==> src/design/utf8_to_modified_utf8_stream_assert.svh <==
// Assertion helpers used by the top-level module.
`ifndef UTF8_TO_MODIFIED_UTF8_STREAM_ASSERT_SVH
`define UTF8_TO_MODIFIED_UTF8_STREAM_ASSERT_SVH

// Antecedent implies consequent in the same cycle.
`define U8M_ASSERT_IMPLY(lbl, ck, rn, ante, cons, msg) \
    lbl: assert property (@(posedge ck) disable iff (!rn) (ante) |-> (cons)) \
        else $error(msg);

// Condition holds at every edge out of reset.
`define U8M_ASSERT_ALWAYS(lbl, ck, rn, cond, msg) \
    lbl: assert property (@(posedge ck) disable iff (!rn) (cond)) \
        else $error(msg);

`endif

==> src/design/u8m_pkg.sv <==
package u8m_pkg;

    typedef enum logic [1:0] {
        CMD_BYTE,
        CMD_NUL,
        CMD_SURR,
        CMD_MARK
    } cmd_kind_t;

    localparam int CP_W = 21;

    // Work item handed from front to back.
    typedef struct packed {
        cmd_kind_t         kind;
        logic [CP_W-1:0]   data;   // byte in [7:0], or code point minus 0x10000
        logic              fin;
    } cmd_t;

    typedef struct packed {
        logic full;
        logic empty;
    } fifo_stat_t;

    localparam int FIFO_DEPTH = 4;
    localparam int FIFO_IDX_W = 2;
    localparam int FIFO_LVL_W = 3;

    localparam int STEP_W = 3;
    localparam logic [STEP_W-1:0] STEP_NUL_LAST  = 3'd1;
    localparam logic [STEP_W-1:0] STEP_SURR_LAST = 3'd5;
    localparam logic [STEP_W-1:0] STEP_SURR_LO   = 3'd3;

    localparam logic [7:0]      LEAD4_MASK = 8'hf8;
    localparam logic [7:0]      LEAD4_CODE = 8'hf0;
    localparam logic [7:0]      NUL_HI     = 8'hc0;
    localparam logic [7:0]      CONT_BASE  = 8'h80;
    localparam logic [7:0]      LEAD3_BASE = 8'he0;
    localparam logic [CP_W-1:0] SUPP_BASE  = 21'h10000;
    localparam logic [15:0]     SURR_HI    = 16'hd800;
    localparam logic [15:0]     SURR_LO    = 16'hdc00;

endpackage

==> src/design/u8m_front.sv <==
module u8m_front
    import u8m_pkg::*;
(
    input  logic       clk,
    input  logic       rst_n,
    input  logic       push,
    input  logic [7:0] in_byte,
    input  logic       final_byte,
    input  fifo_stat_t q_stat,
    output logic       full,
    output logic       q_wr,
    output cmd_t       q_cmd
);

    logic [1:0]      pend_reg,  pend_next;
    logic [CP_W-1:0] gath_reg,  gath_next;
    logic            accept;
    logic            has_cmd;
    logic [CP_W-1:0] shifted;

    assign full   = q_stat.full;
    assign accept = push && !q_stat.full;

    always_comb
    begin
        pend_next  = pend_reg;
        gath_next  = gath_reg;
        has_cmd    = 1'b0;
        q_cmd.kind = CMD_MARK;
        q_cmd.data = '0;
        q_cmd.fin  = final_byte;
        shifted    = {gath_reg[CP_W-7:0], in_byte[5:0]};

        if (pend_reg != 2'd0)
        begin
            gath_next = shifted;
            pend_next = pend_reg - 2'd1;
            if (pend_reg == 2'd1 && shifted >= SUPP_BASE)
            begin
                has_cmd    = 1'b1;
                q_cmd.kind = CMD_SURR;
                q_cmd.data = shifted - SUPP_BASE;
            end
        end
        else if (in_byte == 8'h00)
        begin
            has_cmd    = 1'b1;
            q_cmd.kind = CMD_NUL;
        end
        else if ((in_byte & LEAD4_MASK) == LEAD4_CODE)
        begin
            gath_next = {{(CP_W-3){1'b0}}, in_byte[2:0]};
            pend_next = 2'd3;
        end
        else
        begin
            has_cmd    = 1'b1;
            q_cmd.kind = CMD_BYTE;
            q_cmd.data = {{(CP_W-8){1'b0}}, in_byte};
        end

        // end of string: drop any partial sequence and clear
        if (final_byte)
        begin
            pend_next = 2'd0;
            gath_next = '0;
        end
    end

    assign q_wr = accept && (has_cmd || final_byte);

    always_ff @(posedge clk or negedge rst_n)
    begin
        if (!rst_n)
        begin
            pend_reg <= 2'd0;
            gath_reg <= '0;
        end
        else if (accept)
        begin
            pend_reg <= pend_next;
            gath_reg <= gath_next;
        end
    end

endmodule

==> src/design/u8m_fifo.sv <==
module u8m_fifo
    import u8m_pkg::*;
(
    input  logic                  clk,
    input  logic                  rst_n,
    input  logic                  wr,
    input  cmd_t                  wr_cmd,
    input  logic                  rd,
    output cmd_t                  rd_cmd,
    output fifo_stat_t            stat,
    output logic [FIFO_LVL_W-1:0] level
);

    cmd_t                  mem_reg [FIFO_DEPTH];
    logic [FIFO_IDX_W-1:0] wp_reg, rp_reg;
    logic [FIFO_LVL_W-1:0] lvl_reg;
    logic                  do_wr, do_rd;

    assign stat.full  = (lvl_reg == FIFO_LVL_W'(FIFO_DEPTH));
    assign stat.empty = (lvl_reg == '0);
    assign do_wr      = wr && !stat.full;
    assign do_rd      = rd && !stat.empty;
    assign rd_cmd     = mem_reg[rp_reg];
    assign level      = lvl_reg;

    always_ff @(posedge clk)
    begin
        if (do_wr)
            mem_reg[wp_reg] <= wr_cmd;
    end

    always_ff @(posedge clk or negedge rst_n)
    begin
        if (!rst_n)
        begin
            wp_reg  <= '0;
            rp_reg  <= '0;
            lvl_reg <= '0;
        end
        else
        begin
            if (do_wr)
                wp_reg <= wp_reg + 1'b1;
            if (do_rd)
                rp_reg <= rp_reg + 1'b1;
            if (do_wr && !do_rd)
                lvl_reg <= lvl_reg + 1'b1;
            else if (do_rd && !do_wr)
                lvl_reg <= lvl_reg - 1'b1;
        end
    end

endmodule

==> src/design/u8m_back.sv <==
module u8m_back
    import u8m_pkg::*;
#(
    parameter int COUNT_BITS = 28
)
(
    input  logic                  clk,
    input  logic                  rst_n,
    input  cmd_t                  q_cmd,
    input  fifo_stat_t            q_stat,
    output logic                  q_rd,
    input  logic                  pop,
    output logic                  empty,
    output logic [7:0]            out_byte,
    output logic                  byte_valid,
    output logic                  end_of_string,
    output logic [COUNT_BITS-1:0] encoded_count
);

    localparam logic [COUNT_BITS-1:0] CMAX = {COUNT_BITS{1'b1}};

    logic [STEP_W-1:0]     step_reg;
    logic [COUNT_BITS-1:0] cnt_reg;
    logic                  ov_reg;
    logic [7:0]            ob_reg;
    logic                  obv_reg;
    logic                  oend_reg;
    logic [COUNT_BITS-1:0] ocnt_reg;

    logic                  load, fire;
    logic [7:0]            res_byte;
    logic                  res_valid, res_last;
    logic [15:0]           hi_unit, lo_unit, unit;
    logic [COUNT_BITS-1:0] cnt_inc;

    assign empty         = !ov_reg;
    assign out_byte      = ob_reg;
    assign byte_valid    = obv_reg;
    assign end_of_string = oend_reg;
    assign encoded_count = ocnt_reg;

    // output register frees when empty or being taken
    assign load = !ov_reg || pop;
    assign fire = load && !q_stat.empty;

    assign hi_unit = SURR_HI | {5'd0, q_cmd.data[20:10]};
    assign lo_unit = SURR_LO | {6'd0, q_cmd.data[9:0]};
    assign unit    = (step_reg < STEP_SURR_LO) ? hi_unit : lo_unit;

    always_comb
    begin
        res_byte  = 8'h00;
        res_valid = 1'b1;
        res_last  = 1'b1;
        case (q_cmd.kind)
            CMD_BYTE:
            begin
                res_byte = q_cmd.data[7:0];
            end
            CMD_NUL:
            begin
                res_byte = (step_reg == '0) ? NUL_HI : CONT_BASE;
                res_last = (step_reg == STEP_NUL_LAST);
            end
            CMD_SURR:
            begin
                res_last = (step_reg == STEP_SURR_LAST);
                case (step_reg)
                    3'd0, 3'd3: res_byte = LEAD3_BASE | {4'd0, unit[15:12]};
                    3'd1, 3'd4: res_byte = CONT_BASE | {2'd0, unit[11:6]};
                    default:    res_byte = CONT_BASE | {2'd0, unit[5:0]};
                endcase
            end
            default:
            begin
                res_valid = 1'b0;
            end
        endcase
    end

    assign cnt_inc = (res_valid && cnt_reg != CMAX) ? cnt_reg + 1'b1 : cnt_reg;
    assign q_rd    = fire && res_last;

    always_ff @(posedge clk)
    begin
        if (fire)
        begin
            ob_reg   <= res_byte;
            obv_reg  <= res_valid;
            oend_reg <= q_cmd.fin && res_last;
            ocnt_reg <= cnt_inc;
        end
    end

    always_ff @(posedge clk or negedge rst_n)
    begin
        if (!rst_n)
        begin
            ov_reg   <= 1'b0;
            step_reg <= '0;
            cnt_reg  <= '0;
        end
        else
        begin
            if (load)
                ov_reg <= !q_stat.empty;
            if (fire)
            begin
                step_reg <= res_last ? '0 : step_reg + 1'b1;
                cnt_reg  <= (q_cmd.fin && res_last) ? '0 : cnt_inc;
            end
        end
    end

endmodule

==> src/design/utf8_to_modified_utf8_stream.sv <==
// Channel   Handshake        Words
// input     push / full      in_byte, final_byte
// result    empty / pop      out_byte, byte_valid, end_of_string, encoded_count
//
// The front classifies one byte per cycle while not full and queues a command
// (4 deep). The back emits one result word per cycle, unless a result is held
// for pop, from the queue head: a surrogate pair gives 6 words, NUL 2, other
// words 1. Input goes through the queue and the output register to the result.
// Reset clears the decoder state, queue and byte count; no init sweep.
// full rises only when the queue is full; a stalled pop holds the result word.
`include "utf8_to_modified_utf8_stream_assert.svh"

module utf8_to_modified_utf8_stream
    import u8m_pkg::*;
#(
    parameter int COUNT_BITS = 28
)
(
    input  logic                  clk,
    input  logic                  rst_n,
    input  logic                  push,
    output logic                  full,
    input  logic [7:0]            in_byte,
    input  logic                  final_byte,
    output logic                  empty,
    input  logic                  pop,
    output logic [7:0]            out_byte,
    output logic                  byte_valid,
    output logic                  end_of_string,
    output logic [COUNT_BITS-1:0] encoded_count
);

    fifo_stat_t            q_stat;
    logic                  q_wr, q_rd;
    cmd_t                  wr_cmd, rd_cmd;
    logic [FIFO_LVL_W-1:0] q_level;

    u8m_front u_front (
        .clk        (clk),
        .rst_n      (rst_n),
        .push       (push),
        .in_byte    (in_byte),
        .final_byte (final_byte),
        .q_stat     (q_stat),
        .full       (full),
        .q_wr       (q_wr),
        .q_cmd      (wr_cmd)
    );

    u8m_fifo u_fifo (
        .clk    (clk),
        .rst_n  (rst_n),
        .wr     (q_wr),
        .wr_cmd (wr_cmd),
        .rd     (q_rd),
        .rd_cmd (rd_cmd),
        .stat   (q_stat),
        .level  (q_level)
    );

    u8m_back #(
        .COUNT_BITS (COUNT_BITS)
    ) u_back (
        .clk           (clk),
        .rst_n         (rst_n),
        .q_cmd         (rd_cmd),
        .q_stat        (q_stat),
        .q_rd          (q_rd),
        .pop           (pop),
        .empty         (empty),
        .out_byte      (out_byte),
        .byte_valid    (byte_valid),
        .end_of_string (end_of_string),
        .encoded_count (encoded_count)
    );

    `U8M_ASSERT_IMPLY(a_marker_ends, clk, rst_n, !empty && !byte_valid, end_of_string, "marker word without end_of_string")
    `U8M_ASSERT_IMPLY(a_data_counted, clk, rst_n, !empty && byte_valid, encoded_count != '0, "data word with zero count")
    `U8M_ASSERT_ALWAYS(a_queue_level, clk, rst_n, q_level <= FIFO_LVL_W'(FIFO_DEPTH), "command queue overrun")
    `U8M_ASSERT_IMPLY(a_no_read_empty, clk, rst_n, q_rd, !q_stat.empty, "queue read while empty")

endmodule
==> config.mk <==
export PLATFORM = sky130hd
export DESIGN_NAME = utf8_to_modified_utf8_stream
export DESIGN_NICKNAME = d
export VERILOG_FILES = /design/src/design/u8m_pkg.sv /design/src/design/u8m_front.sv /design/src/design/u8m_fifo.sv /design/src/design/u8m_back.sv /design/src/design/utf8_to_modified_utf8_stream.sv
export VERILOG_INCLUDE_DIRS = /design/src /design/src/design
export SDC_FILE = /design/constraint.sdc
export NUM_CORES = 1
export LEC_CHECK = 0
export BUFFER_PORTS_ARGS = -buffer_cell sky130_fd_sc_hd__buf_2
export CAP_MARGIN = 40
export CORE_AREA = 2 2 194 139
export DETAILED_ROUTE_END_ITERATION = 10
export DIE_AREA = 0 0 196 141
export SYNTH_ARGS = -nofsm -noshare
export SYNTH_HDL_FRONTEND = slang
export SYNTH_SLANG_ARGS = --single-unit
==> constraint.sdc <==
create_clock -name clk -period 3.8 [get_ports clk]
set_input_delay 0.19 -clock clk [delete_from_list [all_inputs] [get_ports clk]]
set_output_delay 0.19 -clock clk [all_outputs]
set_load 0.02 [all_outputs]
==> out/qor.txt <==
status -> completed
Worst IR Drop VDD -> 0.461 mV
pwr/cell area -> 777 nW/um^2
Crit Path Class -> flop to flop
Worst Path Required -> 4.12 ns
number of synthesized flops with an enable pin -> 134
Comb pwr share -> 36.7%
area grow syn2layout -> 13.7%
port buffer count -> 52
wire per inst -> 17.9 um
Initial Util -> 34.0%
Root Driver -> clkbuf_16
grt total ovfl -> 0
first-pass GRT wire length -> 30900 um
Crit. End Element -> flop
PostCTS Resize Cnt -> 0
Clk Latency, worst-skew pair -> 0.44 ns
CTS Buf Count -> 17
Fin Setup TNS -> 0 ns
final period utilization -> 79.9%
Clock Power Share -> 22.0%
via count -> 5556
Avg Synthesized Cell Area -> 13.1 um^2
post-synth cell types -> 66
H-tree depth -> 4
DP Wirelength -> 13100 um
Simple-Gate Fraction of Synth Area -> 12.8%
final setup vio count -> 0
placed cell area -> 9510 um^2
Reg clk slew, reported paths -> 0.07 ns
Seq cells post-synth -> 190
Post-Syn Nets -> 706
Syn Inst Count -> 674
post-synthesis mux area share -> 8.14%
die width -> 196 um
routability cong. -> 0.784
initial antenna violation count -> 0
Post-Route WL -> 19400 um
Worst Hold Class -> input port to flop
switching power -> 2.92 mW
Core Area -> 26000 um^2
die area -> 27600 um^2
Initial DRT Pass Iterations -> 6
Leak -> 3.78 nW
Nets -> 762
Vias/cell -> 5.14
ys flop type -> edfxtp_1
XOR/XNOR share of the synthesized area -> 3.46%
relative slew slack -> 39.3%
yosys warns -> 0
Die Y -> 141 um
RSZ-0062 raised after global routing -> no
final instance area -> 10100 um^2
max reg flops -> 96
Slew @ Worst Pin -> 0.907 ns
Synth Area in Compound Gates -> 8.46%
ratio of cells with drive above 1 in the final layout -> 18.1%
final hold vios -> 0
largest fanout on the critical path -> 5
Max Root-Sink Buffers -> 2
Worst EP arrival -> 3.35 ns
Net Sw Frac -> 37.3%
Total Routing Usage GR -> 14.7%
P_int -> 4.91 mW
ys async rst share -> 29.5%
Detail Route Antenna Nets -> 0
Rows -> 50
CTS tree -> built
Synth Area in Adders -> 2.77%
fin crit period -> 3.04 ns
crit path launch type -> flop
largest net degree at the start of global routing -> 52
skew final -> 0.0102 ns
ant diodes -> 0
DRC viols -> 0
DRT iter0 DRCs -> 494
achievable frequency -> 0.329 GHz
vias in the first global route -> 5303
Slew Limit Fails -> 0
register area share after synthesis -> 61.2%
cts hold-fix bufs -> 1
Synth Cell Area -> 8860 um^2
largest family of logic cells by synthesized area -> simple AND/OR/NAND/NOR gates
post-CTS setup buffer count -> 0
Seq pwr share -> 41.3%
Max Cap Viol -> 0
Sink Count -> 190
I/O pin total -> 53
## synth_stat cells (all sizes together) (2+ instances only)
library cell / instances / share of area, %
edfxtp: 134 / 45
nand2: 69 / 2.9
dfrtp: 56 / 16
o21ai: 41 / 2.4
nor2: 35 / 1.5
inv: 33 / 1.4
mux4: 26 / 6.7
xnor2: 21 / 2.1
a21oi: 20 / 1.1
clkbuf: 18 / 0.80
ha: 18 / 2.5
or3: 16 / 1.1
buf: 14 / 0.93
nand3: 14 / 0.79
xor2: 14 / 1.4
and3: 12 / 0.85
nand4: 11 / 0.95
o211ai: 11 / 1.0
nor2b: 10 / 0.71
mux2i: 9 / 1.0
and2: 8 / 0.56
nor3: 8 / 0.56
or4: 7 / 0.59
a22o: 6 / 0.59
and4: 6 / 0.59
o22ai: 6 / 0.42
o31ai: 6 / 0.66
a21o: 4 / 0.34
nand2b: 4 / 0.28
nor4: 4 / 0.28
a31oi: 3 / 0.38
mux2: 3 / 0.38
o221ai: 3 / 0.30
a211o: 2 / 0.20
nand4b: 2 / 0.20
nor3b: 2 / 0.17
nor4b: 2 / 0.20
## per-layer routing
metal  vias to the layer above  wire, um  GRT usage (%)
li1                       2642         -              -
met1                      2747     10400           24.0
met2                       150      7630           19.1
met3                        17      1100           2.75
met4                         0       202           4.47
met5                         -         0              0
## worst max-delay path, stage by stage, from the launching register on
cell and delay [ns]:
dfrtp_1 0.43, mux4_2 0.57, inv_1 0.11, ha_1 0.25, mux2i_1 0.10, o21ai_1 0.25
nand2_1 0.21, ha_1 0.27, inv_1 0.08, fa_1 0.40, mux2_2 0.26
## worst paths after layout
path | from | to | slack [ns] | depth (start not counted)
setup / recovery | u_fifo.rp_reg[0]$_DFFE_PN0P_ | u_fifo.level[1]$_DFFE_PN0P_ | 0.76 | 10
min in group asynchronous | rst_n | u_back.cnt_reg[10]$_DFFE_PN0P_ | 0.29 | 2
setup reg to reg | u_fifo.rp_reg[0]$_DFFE_PN0P_ | u_fifo.level[1]$_DFFE_PN0P_ | 0.76 | 10
max in group asynchronous | rst_n | u_back.cnt_reg[1]$_DFFE_PN0P_ | 2.60 | 3
hold / removal | in_byte[0] | u_front.gath_reg[0]$_DFFE_PN0P_ | 0.02 | 2
hold reg to reg | u_front.pend_reg[1]$_DFFE_PN0P_ | u_front.pend_reg[1]$_DFFE_PN0P_ | 0.48 | 2
## final cells by class
type	instances	area [um^2]
clock buffer	18	429
inverter	33	124
timing repair buffer	69	390
multi-input combinational	419	3160
tap	338	423
clock inverter	13	129
fill	2475	15900
sequential	190	5430
## placed cells by master, fill, tap and decap left out, types with 10 or more instances in the layout
master	n
a21oi_1	20
and3_1	12
buf_2	52
buf_4	16
clkbuf_16	17
dfrtp_1	56
edfxtp_1	134
ha_1	18
inv_1	31
mux4_2	23
nand2_1	69
nand3_1	14
nand4_1	10
nor2_1	35
nor2b_1	10
o21ai_0	38
or3_1	16
xnor2_1	21
xor2_1	14
## power by group through the flow
| stage | Combinational, mW | Sequential (mW) | Clock, mW |
|---|---|---|---|
| 2_1_floorplan | 1.89 | 3.35 | 0 |
| 3_3_place_gp | 2.88 | 3.27 | 0 |
| 3_5_place_dp | 2.89 | 3.28 | 0 |
| 4_1_cts | 2.91 | 3.24 | 1.76 |
| 5_1_grt | 3.18 | 3.31 | 1.85 |
| 6_report | 2.87 | 3.24 | 1.72 |
## through the flow
stage / setup slack (ns) / hold slack (ns) / std cells / total power, mW / util, %
after floorplan: 0.619 / -0.106 / 674 / 5.24 / -
after detailed placement: 0.754 / 0.251 / 1048 / 6.18 / 36.5
after global placement: 0.877 / 0.248 / 1048 / 6.16 / 36.5
final: 0.762 / 0.0169 / 1080 / 7.83 / 38.7
after global routing: 0.553 / 0.0151 / 1080 / 8.33 / 38.7
after CTS: 0.701 / 0.000502 / 1080 / 7.91 / 38.7
## cells by family after synthesis
group           Yosys count
simple gates            215
flops                   190
compound gates          112
buf+inv                  65
mux                      38
xor+xnor                 35
fa+ha+maj                19
Note: power is estimated with default switching activity, not from simulation.
